<file path="src/ebd_pkg.sv">
// Shared types and byte codes for the escaped byte deframer.
package ebd_pkg;

  localparam logic [7:0] CodeStart  = 8'h54;
  localparam logic [7:0] CodeEnd    = 8'h55;
  localparam logic [7:0] CodeEscape = 8'h56;
  localparam logic [7:0] CodeAck    = 8'h57;
  localparam logic [7:0] CodeNack   = 8'h58;
  localparam logic [7:0] CodePing   = 8'h59;

  localparam int unsigned LenW = 9;

  typedef enum logic [2:0] {
    EV_ABSORBED = 3'd0,
    EV_STORED   = 3'd1,
    EV_DROPPED  = 3'd2,
    EV_FRAMEEND = 3'd3,
    EV_ACK      = 3'd4,
    EV_NACK     = 3'd5,
    EV_PING     = 3'd6
  } event_kind_e;

  typedef struct packed {
    event_kind_e       kind;
    logic [7:0]        data_byte;
    logic [7:0]        data_index;
    logic [LenW-1:0]   frame_length;
  } ebd_result_t;

endpackage

</file>
<file path="src/ebd_intf.sv">
// Request channel interfaces for received bytes and decoded events.
interface ebd_in_if;
  logic       valid;
  logic       ready;
  logic [7:0] rx_byte;

  modport source (output valid, output rx_byte, input ready);
  modport sink   (input valid, input rx_byte, output ready);
endinterface

interface ebd_out_if;
  logic       valid;
  logic       ready;
  logic [2:0] event_kind;
  logic [7:0] data_byte;
  logic [7:0] data_index;
  logic [8:0] frame_length;

  modport source (output valid, output event_kind, output data_byte, output data_index,
                  output frame_length, input ready);
  modport sink   (input valid, input event_kind, input data_byte, input data_index,
                  input frame_length, output ready);
endinterface

</file>
<file path="src/ebd_core.sv">
// Byte classifier with the escape, in-frame and write position state.
module ebd_core
  import ebd_pkg::*;
(
  input  logic              clk_i,
  input  logic              rst_ni,
  input  logic              step_i,
  input  logic [7:0]        byte_i,
  input  logic [LenW-1:0]   limit_i,
  output ebd_result_t       result_o
);

  logic            escape_q, escape_d;
  logic            in_frame_q, in_frame_d;
  logic [LenW-1:0] pos_q, pos_d;

  logic is_event_code;
  logic is_frame_code;
  logic take_data;

  always_comb begin
    is_event_code = (byte_i == CodeAck) || (byte_i == CodeNack) || (byte_i == CodePing);
    is_frame_code = (byte_i == CodeStart) || (byte_i == CodeEnd) || (byte_i == CodeEscape);

    escape_d   = escape_q;
    in_frame_d = in_frame_q;
    pos_d      = pos_q;
    take_data  = 1'b0;

    result_o              = '0;
    result_o.kind         = EV_ABSORBED;

    if (is_event_code) begin
      if (in_frame_q) begin
        take_data = 1'b1;
      end else if (byte_i == CodeAck) begin
        result_o.kind = EV_ACK;
      end else if (byte_i == CodeNack) begin
        result_o.kind = EV_NACK;
      end else begin
        result_o.kind = EV_PING;
      end
    end else if (is_frame_code) begin
      if (escape_q) begin
        take_data = 1'b1;
      end else if (byte_i == CodeEnd) begin
        in_frame_d            = 1'b0;
        result_o.kind         = EV_FRAMEEND;
        result_o.frame_length = pos_q;
        pos_d                 = '0;
      end else if (byte_i == CodeEscape) begin
        escape_d = 1'b1;
      end else begin
        in_frame_d = 1'b1;
        pos_d      = '0;
      end
    end else begin
      take_data = 1'b1;
    end

    if (take_data) begin
      escape_d = 1'b0;
      if (pos_q < limit_i) begin
        result_o.kind       = EV_STORED;
        result_o.data_byte  = byte_i;
        result_o.data_index = pos_q[7:0];
        pos_d               = pos_q + LenW'(1);
      end else begin
        result_o.kind = EV_DROPPED;
      end
    end
  end

  always_ff @(posedge clk_i or negedge rst_ni) begin
    if (!rst_ni) begin
      escape_q   <= 1'b0;
      in_frame_q <= 1'b0;
      pos_q      <= '0;
    end else if (step_i) begin
      escape_q   <= escape_d;
      in_frame_q <= in_frame_d;
      pos_q      <= pos_d;
    end
  end

`ifndef SYNTHESIS
  // The position can never pass the hard frame limit.
  a_pos_bounded: assert property (@(posedge clk_i) disable iff (!rst_ni)
    pos_q <= LenW'(256))
    else $error("write position beyond 256");

  // An unescaped END always rewinds the position.
  a_end_rewinds: assert property (@(posedge clk_i) disable iff (!rst_ni)
    (step_i && !escape_q && byte_i == CodeEnd) |=> (pos_q == '0 && !in_frame_q))
    else $error("END did not close the frame");

  // A stored byte always lies below the limit in force.
  a_store_in_limit: assert property (@(posedge clk_i) disable iff (!rst_ni)
    (result_o.kind == EV_STORED) |-> ({1'b0, result_o.data_index} < limit_i))
    else $error("stored index at or beyond limit");

  // Control events outside a frame leave the escape flag alone.
  a_event_keeps_escape: assert property (@(posedge clk_i) disable iff (!rst_ni)
    (step_i && !in_frame_q &&
     (byte_i == CodeAck || byte_i == CodeNack || byte_i == CodePing))
    |=> (escape_q == $past(escape_q)))
    else $error("control event changed the escape flag");
`endif

endmodule

</file>
<file path="src/escaped_byte_deframer.sv">
// An accepted byte is held in the input register, then its result in the result register.
// Throughput: one byte per cycle; the input register and the result register
// advance together whenever the result register is empty or being taken.
// Reset clears the escape flag, the in-frame flag, the write position, both
// valid flags and sets the frame length limit to 256; no clearing pass.
module escaped_byte_deframer
  import ebd_pkg::*;
#(
  parameter int unsigned BUF_DEPTH = 256
) (
  input  logic              clk_i,
  input  logic              rst_ni,
  input  logic              cfg_we_i,
  input  logic [LenW-1:0]   cfg_wdata_i,
  ebd_in_if.sink            rx_i,
  ebd_out_if.source         ev_o
);

  localparam int unsigned LimitCap = (BUF_DEPTH < 256) ? BUF_DEPTH : 256;

  logic [LenW-1:0] max_len_q;
  logic [LenW-1:0] limit;

  logic            in_valid_q;
  logic [7:0]      in_byte_q;
  logic            out_valid_q;
  ebd_result_t     out_q;
  ebd_result_t     result;

  logic out_free;
  logic advance;

  always_comb begin
    limit = (max_len_q > LenW'(LimitCap)) ? LenW'(LimitCap) : max_len_q;
  end

  assign out_free   = !out_valid_q || ev_o.ready;
  assign advance    = in_valid_q && out_free;
  assign rx_i.ready = !in_valid_q || advance;

  always_ff @(posedge clk_i or negedge rst_ni) begin
    if (!rst_ni) begin
      max_len_q <= LenW'(256);
    end else if (cfg_we_i) begin
      max_len_q <= cfg_wdata_i;
    end
  end

  always_ff @(posedge clk_i or negedge rst_ni) begin
    if (!rst_ni) begin
      in_valid_q <= 1'b0;
    end else if (rx_i.ready) begin
      in_valid_q <= rx_i.valid;
    end
  end

  always_ff @(posedge clk_i) begin
    if (rx_i.ready && rx_i.valid) begin
      in_byte_q <= rx_i.rx_byte;
    end
  end

  ebd_core u_core (
    .clk_i    (clk_i),
    .rst_ni   (rst_ni),
    .step_i   (advance),
    .byte_i   (in_byte_q),
    .limit_i  (limit),
    .result_o (result)
  );

  always_ff @(posedge clk_i or negedge rst_ni) begin
    if (!rst_ni) begin
      out_valid_q <= 1'b0;
    end else if (out_free) begin
      out_valid_q <= in_valid_q;
    end
  end

  always_ff @(posedge clk_i) begin
    if (advance) begin
      out_q <= result;
    end
  end

  assign ev_o.valid        = out_valid_q;
  assign ev_o.event_kind   = out_q.kind;
  assign ev_o.data_byte    = out_q.data_byte;
  assign ev_o.data_index   = out_q.data_index;
  assign ev_o.frame_length = out_q.frame_length;

`ifndef SYNTHESIS
  // A waiting result is never overwritten by the next byte.
  a_hold_stalled: assert property (@(posedge clk_i) disable iff (!rst_ni)
    (out_valid_q && !ev_o.ready) |=> (out_valid_q && out_q == $past(out_q)))
    else $error("stalled result changed");

  // A byte in the input register moves on whenever the result side is free.
  a_no_bubble: assert property (@(posedge clk_i) disable iff (!rst_ni)
    (in_valid_q && out_free) |=> out_valid_q)
    else $error("byte lost between stages");

  // The limit in force never exceeds the configured cap.
  a_limit_cap: assert property (@(posedge clk_i) disable iff (!rst_ni)
    limit <= LenW'(LimitCap) && limit <= max_len_q)
    else $error("limit above cap");
`endif

endmodule
</file>
<file path="src/flat_wrapper.sv">
// flat-port wrapper written by rule: the top's interface ports become plain ports
module escaped_byte_deframer_flat import ebd_pkg::*;
#(
  parameter int unsigned BUF_DEPTH = 256
)
  (clk_i, rst_ni, cfg_we_i, cfg_wdata_i, rx_i_valid, rx_i_rx_byte, rx_i_ready, ev_o_valid, ev_o_event_kind, ev_o_data_byte, ev_o_data_index, ev_o_frame_length, ev_o_ready);
  ebd_in_if rx_i_i ();
  ebd_out_if ev_o_i ();
  input  logic clk_i;
  input  logic rst_ni;
  input  logic cfg_we_i;
  input  logic [LenW-1:0] cfg_wdata_i;
  input wire logic [$bits(rx_i_i.valid)-1:0] rx_i_valid;
  input wire logic [$bits(rx_i_i.rx_byte)-1:0] rx_i_rx_byte;
  output wire logic [$bits(rx_i_i.ready)-1:0] rx_i_ready;
  output wire logic [$bits(ev_o_i.valid)-1:0] ev_o_valid;
  output wire logic [$bits(ev_o_i.event_kind)-1:0] ev_o_event_kind;
  output wire logic [$bits(ev_o_i.data_byte)-1:0] ev_o_data_byte;
  output wire logic [$bits(ev_o_i.data_index)-1:0] ev_o_data_index;
  output wire logic [$bits(ev_o_i.frame_length)-1:0] ev_o_frame_length;
  input wire logic [$bits(ev_o_i.ready)-1:0] ev_o_ready;
  assign rx_i_i.valid = rx_i_valid;
  assign rx_i_i.rx_byte = rx_i_rx_byte;
  assign rx_i_ready = rx_i_i.ready;
  assign ev_o_valid = ev_o_i.valid;
  assign ev_o_event_kind = ev_o_i.event_kind;
  assign ev_o_data_byte = ev_o_i.data_byte;
  assign ev_o_data_index = ev_o_i.data_index;
  assign ev_o_frame_length = ev_o_i.frame_length;
  assign ev_o_i.ready = ev_o_ready;
  escaped_byte_deframer #(.BUF_DEPTH(BUF_DEPTH)) u_core (.clk_i(clk_i), .rst_ni(rst_ni), .cfg_we_i(cfg_we_i), .cfg_wdata_i(cfg_wdata_i), .rx_i(rx_i_i), .ev_o(ev_o_i));
endmodule
</file>
<file path="config.mk">
export PLATFORM = sky130hd
export DESIGN_NAME = escaped_byte_deframer_flat
export DESIGN_NICKNAME = d
export VERILOG_FILES = /design/src/ebd_pkg.sv /design/src/ebd_intf.sv /design/src/ebd_core.sv /design/src/escaped_byte_deframer.sv /design/src/flat_wrapper.sv
export SDC_FILE = /design/constraint.sdc
export NUM_CORES = 1
export LEC_CHECK = 0
export ABC_AREA = 1
export BUFFER_PORTS_ARGS = -buffer_cell sky130_fd_sc_hd__buf_2
export CAP_MARGIN = 20
export CORE_MARGIN = 2
export CORE_UTILIZATION = 40
export CTS_BUF_LIST = sky130_fd_sc_hd__clkbuf_8
export DETAILED_ROUTE_END_ITERATION = 6
export PLACE_DENSITY_LB_ADDON = 0.25
export SYNTH_ARGS = -nofsm -noshare
export SYNTH_HDL_FRONTEND = slang
export SYNTH_SLANG_ARGS = --single-unit
</file>
<file path="constraint.sdc">
create_clock -name clk_i -period 2.1 [get_ports clk_i]
set_input_delay 0.21 -clock clk_i [delete_from_list [all_inputs] [get_ports clk_i]]
set_output_delay 0.21 -clock clk_i [all_outputs]
set_load 0.02 [all_outputs]
</file>
* Yosys cells after proc, flatten, opt, wreduce, memory -nomap -nowiden
Index checks and enable logic that the tools add are counted.
Storage, ports and cells: flip-flop bits (word level) 58, bits of input ports 22, logic and storage cells 71
Cells by class: add/sub/neg operators 1, $lt $le $gt $ge 2, equality and inequality tests 8, multiplexer cells 30, bitwise operators 4, reduce and logical (&&, ||, !) cells 15
Operators by type and width (count):
- two-way mux 9 bit | 8
- == test 8 x 7 -> 1 bit (second input constant) | 6
- two-way mux 19 bit | 1
- two-way mux 16 bit | 1
- two-way mux 1 bit | 12
- two-way mux 2 bit | 6
- adder 9 x 1 -> 9 bit (second input constant) | 1
- greater-than comparator 9 bit (second input constant) | 1
- less-than comparator 9 bit | 1
- logical OR 1 bit | 6
- two-way mux 3 bit | 2
- AND reduction 5 bit | 1
- inverter 1 bit | 4
- OR reduction 4 bit | 1
- AND reduction 3 bit | 1
- logical AND 1 bit | 2
- zero test 1 bit | 2
- != test 2 x 1 -> 1 bit (second input constant) | 1
- != test 2 bit (second input constant) | 1
- AND reduction 2 bit | 1
- nonzero test 2 bit | 1

* Longest topological paths before layout
word-level depth 8, depth in mapped cells 17

* Modules after synthesis
From an unflattened synthesis, not the netlist that was laid out.
Second synthesis, totals: cell total of the unflattened synthesis 352, area total of the unflattened synthesis 3074.2 µm²
Modules (own cells, without submodules):
- escaped_byte_deframer | instances 1, cells an instance 102, area each 1591.5 µm², seq. area each 1357.6 µm²
- ebd_core | instances 1, cells an instance 250, area each 1482.7 µm², seq. area each 275.3 µm²

* Worst setup path after synthesis
No wires, ideal clock.
path type register -> register, start point register u_core.max_len_q[4], end point register u_core.out_q (netlist bit u_core.ev_o.event_kind[0]) (data pin), library setup time 0.286 ns, arrival 1.935 ns, required time 1.814 ns, setup slack -0.121 ns, cell stages (with the launch flop) 14, cell sequence dfrtp_1 nor4_1 nand4_1 nand2_1 nand2_1 ha_1 nand2_1 nor2_1 nand3_2 nand3_4 inv_2 nand3_4 buf_6 o311ai_0
RTL lines:
- start: declaration | line escaped_byte_deframer.sv:21 | logic [LenW-1:0] max_len_q;
- start signal: assignment | line escaped_byte_deframer.sv:43 | max_len_q <= LenW'(256);
- start signal: assignment | line escaped_byte_deframer.sv:45 | max_len_q <= cfg_wdata_i;
- end signal: assignment | line escaped_byte_deframer.sv:82 | out_q <= result;
- end: declaration | line escaped_byte_deframer.sv:27 | ebd_result_t out_q;

==> results_dict.tcl <==
set metrics [dict create \
    status "finished with violations" \
    violations "negative setup slack" \
    rsz0062_at_grt "true" \
    netlist_instances 316 \
    cts.sink_count 58 \
    yosys.area_share.adder 0.0387 \
    wire_per_inst_um 11.9 \
    hold_class "in2reg" \
    synth.distinct_cells 29 \
    yosysTopAreaCellShare 0.371 \
    routed_wl_um 5930 \
    dp_slack_ps -305 \
    power_leakage_nw 1.84 \
    min_period_ps 2270 \
    yosysSeqAreaShare 0.561 \
    synth-simple-area-share 0.275 \
    drive_above_1_share 0.327 \
    synth_area_um2 2910 \
    maxSlewViolCount 0 \
    yosysTopAreaCell "edfxtp_1" \
    hpwlAfterDp_um 4000 \
    ir_drop_v 0.000507 \
    p_sw_frac 0.356 \
    end_kind "flip-flop" \
    coreArea_um2 7140 \
    placed_area_um2 3390 \
    synth_xor_area_frac 0.00602 \
    fp.dieH_um 89.3 \
    overflow 0 \
    diodes 0 \
    setup_viol 27 \
    worstMarginPinSlew_ps 512 \
    path_max_fanout 5 \
    fin_crit_sh 1.08 \
    grt_start_max_net_pins 25 \
    initial_core_util 0.408 \
    synth.area.top_cells "edfxtp_1 (37%), dfrtp_1 (18%), nand2_1 (13%)" \
    maxCapViolCount 0 \
    via_per_inst 4.57 \
    die_w_um 89.3 \
    grt_pass1_wl_um 9940 \
    synth.most_common_cell "nand2_1" \
    synthFlopType "edfxtp_1" \
    arrival_ps 2330 \
    numCtsBuffers 9 \
    die-area_um2 7970 \
    io_pins 52 \
    num_rows 31 \
    synth_top_family_by_area "simple AND/OR/NAND/NOR gates" \
    syn2layout_area_growth_pct 29.0 \
    num_vias 2287 \
    ys_warn_count 0 \
    dr.first_iter.drc_count 148 \
    cts-root-buf "clkbuf_8" \
    antenna_found_initial 0 \
    cts_buffer_depth 2 \
    nNetsFinal 427 \
    combPwrFrac 0.361 \
    p_seq_frac 0.401 \
    grt_pass1_vias 2094 \
    worstSetupStartpointType "flip-flop" \
    first_pass_iters 4 \
    port-buffer-count 51 \
    cts_tree "done" \
    required_ps 2160 \
    synthArstFlopShare 0.379 \
    finalWorstSetupSlack_ps -171 \
    finClkSkew_ps 4.91 \
    p_int_mw 2.53 \
    cellPowerDensity_nw_per_um2 1050 \
    drc 0 \
    hold_viol_final 0 \
    gp_congestion 0.789 \
    synth_fp_nets 347 \
    insertion_delay_ps 330 \
    power.share.clock 0.237 \
    muxShareOfSynthArea 0.0232 \
    syn_area_per_cell_um2 9.21 \
    fmax_mhz 440 \
    synth_seq_cells 58 \
    ant_nets 0 \
    synth_enable_flop_cells 36 \
    synth-compound-area-share 0.0279 \
    synth_commonest_cells "nand2_1 (103), nor2_1 (40), inv_1 (38), edfxtp_1 (36), dfrtp_1 (21)" \
    relSlewSlack 0.659 \
    grt_usage 0.167 \
    cts_max_level 3 \
    clk_pin_slew_ps 60 \
    critPathKind "reg2reg" \
    fin_area_um2 3750 \
    power_switching_mw 1.40 \
]
-- area by class of cell --
cell class              instances  area, µm²
clock inverters                 7       53.8
flip-flops and latches         58       1630
multi-input cells             214       1240
repair buffers                 72        423
clock buffers                   9        124
fillers                       714       3380
inverters                      41        156
well taps                      99        124
-- per-layer routing --
| layer | vias to the layer above | GRT usage | part of all wire |
|---|---|---|---|
| met5 | - | 0 | 0 |
| met4 | 0 | 0.0733 | 0.0093 |
| met3 | 4 | 0.0314 | 0.053 |
| met2 | 61 | 0.260 | 0.46 |
| met1 | 1034 | 0.229 | 0.48 |
| li1 | 1188 | - | - |
-- power by group through the flow --
| stage | registers, mW | logic (mW) | clock network, mW |
|---|---|---|---|
| 2_1_floorplan | 1.74 | 0.704 | 0 |
| 3_3_place_gp | 1.58 | 1.20 | 0 |
| 3_5_place_dp | 1.59 | 1.22 | 0 |
| 4_1_cts | 1.57 | 1.32 | 0.952 |
| 5_1_grt | 1.60 | 1.60 | 1.00 |
| 6_report | 1.58 | 1.42 | 0.931 |
-- worst max-delay path: stages, from the launching register on --
cell	delay, ps
dfrtp_1	390
nor4_2	270
nand4_1	130
nand2_2	150
nand2_2	90
ha_4	250
nand2_2	60
nand2_2	60
a21oi_4	180
nand3_4	110
buf_8	150
nor2_8	110
a31oi_1	50
-- cell families (layout without fill, tap and decap cells) --
logic type	count (synthesis)	count (layout)
flops	58	58
compound gates	13	13
buf+inv	48	129
simple gates	180	184
fa+ha+maj	9	9
mux	6	6
xor+xnor	2	2
-- sequential cells by signal, indices dropped and copies added, names as in the netlist --
register / cells
u_core.ev_o.data_index: 8
u_core.max_len_q: 9
u_core.ev_o.data_byte: 8
u_core.u_core.in_frame_q: 1
u_core.in_valid_q: 1
u_core.ev_o.event_kind: 3
u_core.u_core.escape_q: 1
u_core.in_byte_q: 8
u_core.ev_o.valid: 1
u_core.u_core.pos_q: 9
u_core.ev_o.frame_length: 9
-- worst paths after layout --
kind	slack, ps	endpoint	from	depth (start not counted)
max	-170	u_core.ev_o.event_kind[1]	u_core.max_len_q[7]	12
min	50	u_core.in_byte_q[6]	rx_i_rx_byte[6]	1
min in group asynchronous	380	u_core.u_core.pos_q[8]	rst_ni	2
max reg2reg	-170	u_core.ev_o.event_kind[1]	u_core.max_len_q[7]	12
min reg2reg	530	u_core.ev_o.valid	u_core.ev_o.valid	2
max in group asynchronous	1350	u_core.max_len_q[8]	rst_ni	2
-- timing repair --
item,in CTS,in global routing
pin swaps,16,19
cloned,4,0
resized for setup,8,19
hold buffers,1,0
endpoints found under the setup margin,27,27
buffers inserted,1,0
endpoints found under the hold margin,21,0
-- through the flow --
step                std cells  hold slack [ps]  total power, mW   util  TNS [ps]
CTS                       500             40.7             3.85  0.514     -3280
global route              500             46.3             4.20  0.526     -7070
global placement          478              228             2.79  0.475     -4030
finish                    500             53.5             3.93  0.526     -3310
floorplan                 316            -85.6             2.44      -      -939
detailed placement        478              215             2.81  0.475     -5690
-- placed cells by master, fill, tap and decap left out, types with 7 or more instances in the layout --
cell type   n
nand2_1    91
buf_2      51
inv_1      40
nor2_1     39
edfxtp_1   36
dfrtp_1    21
buf_4      19
nand2_2    15
nand3_1    15
clkbuf_8    9
o21ai_0     7
No activity file was read; power rests on OpenSTA's default activity.
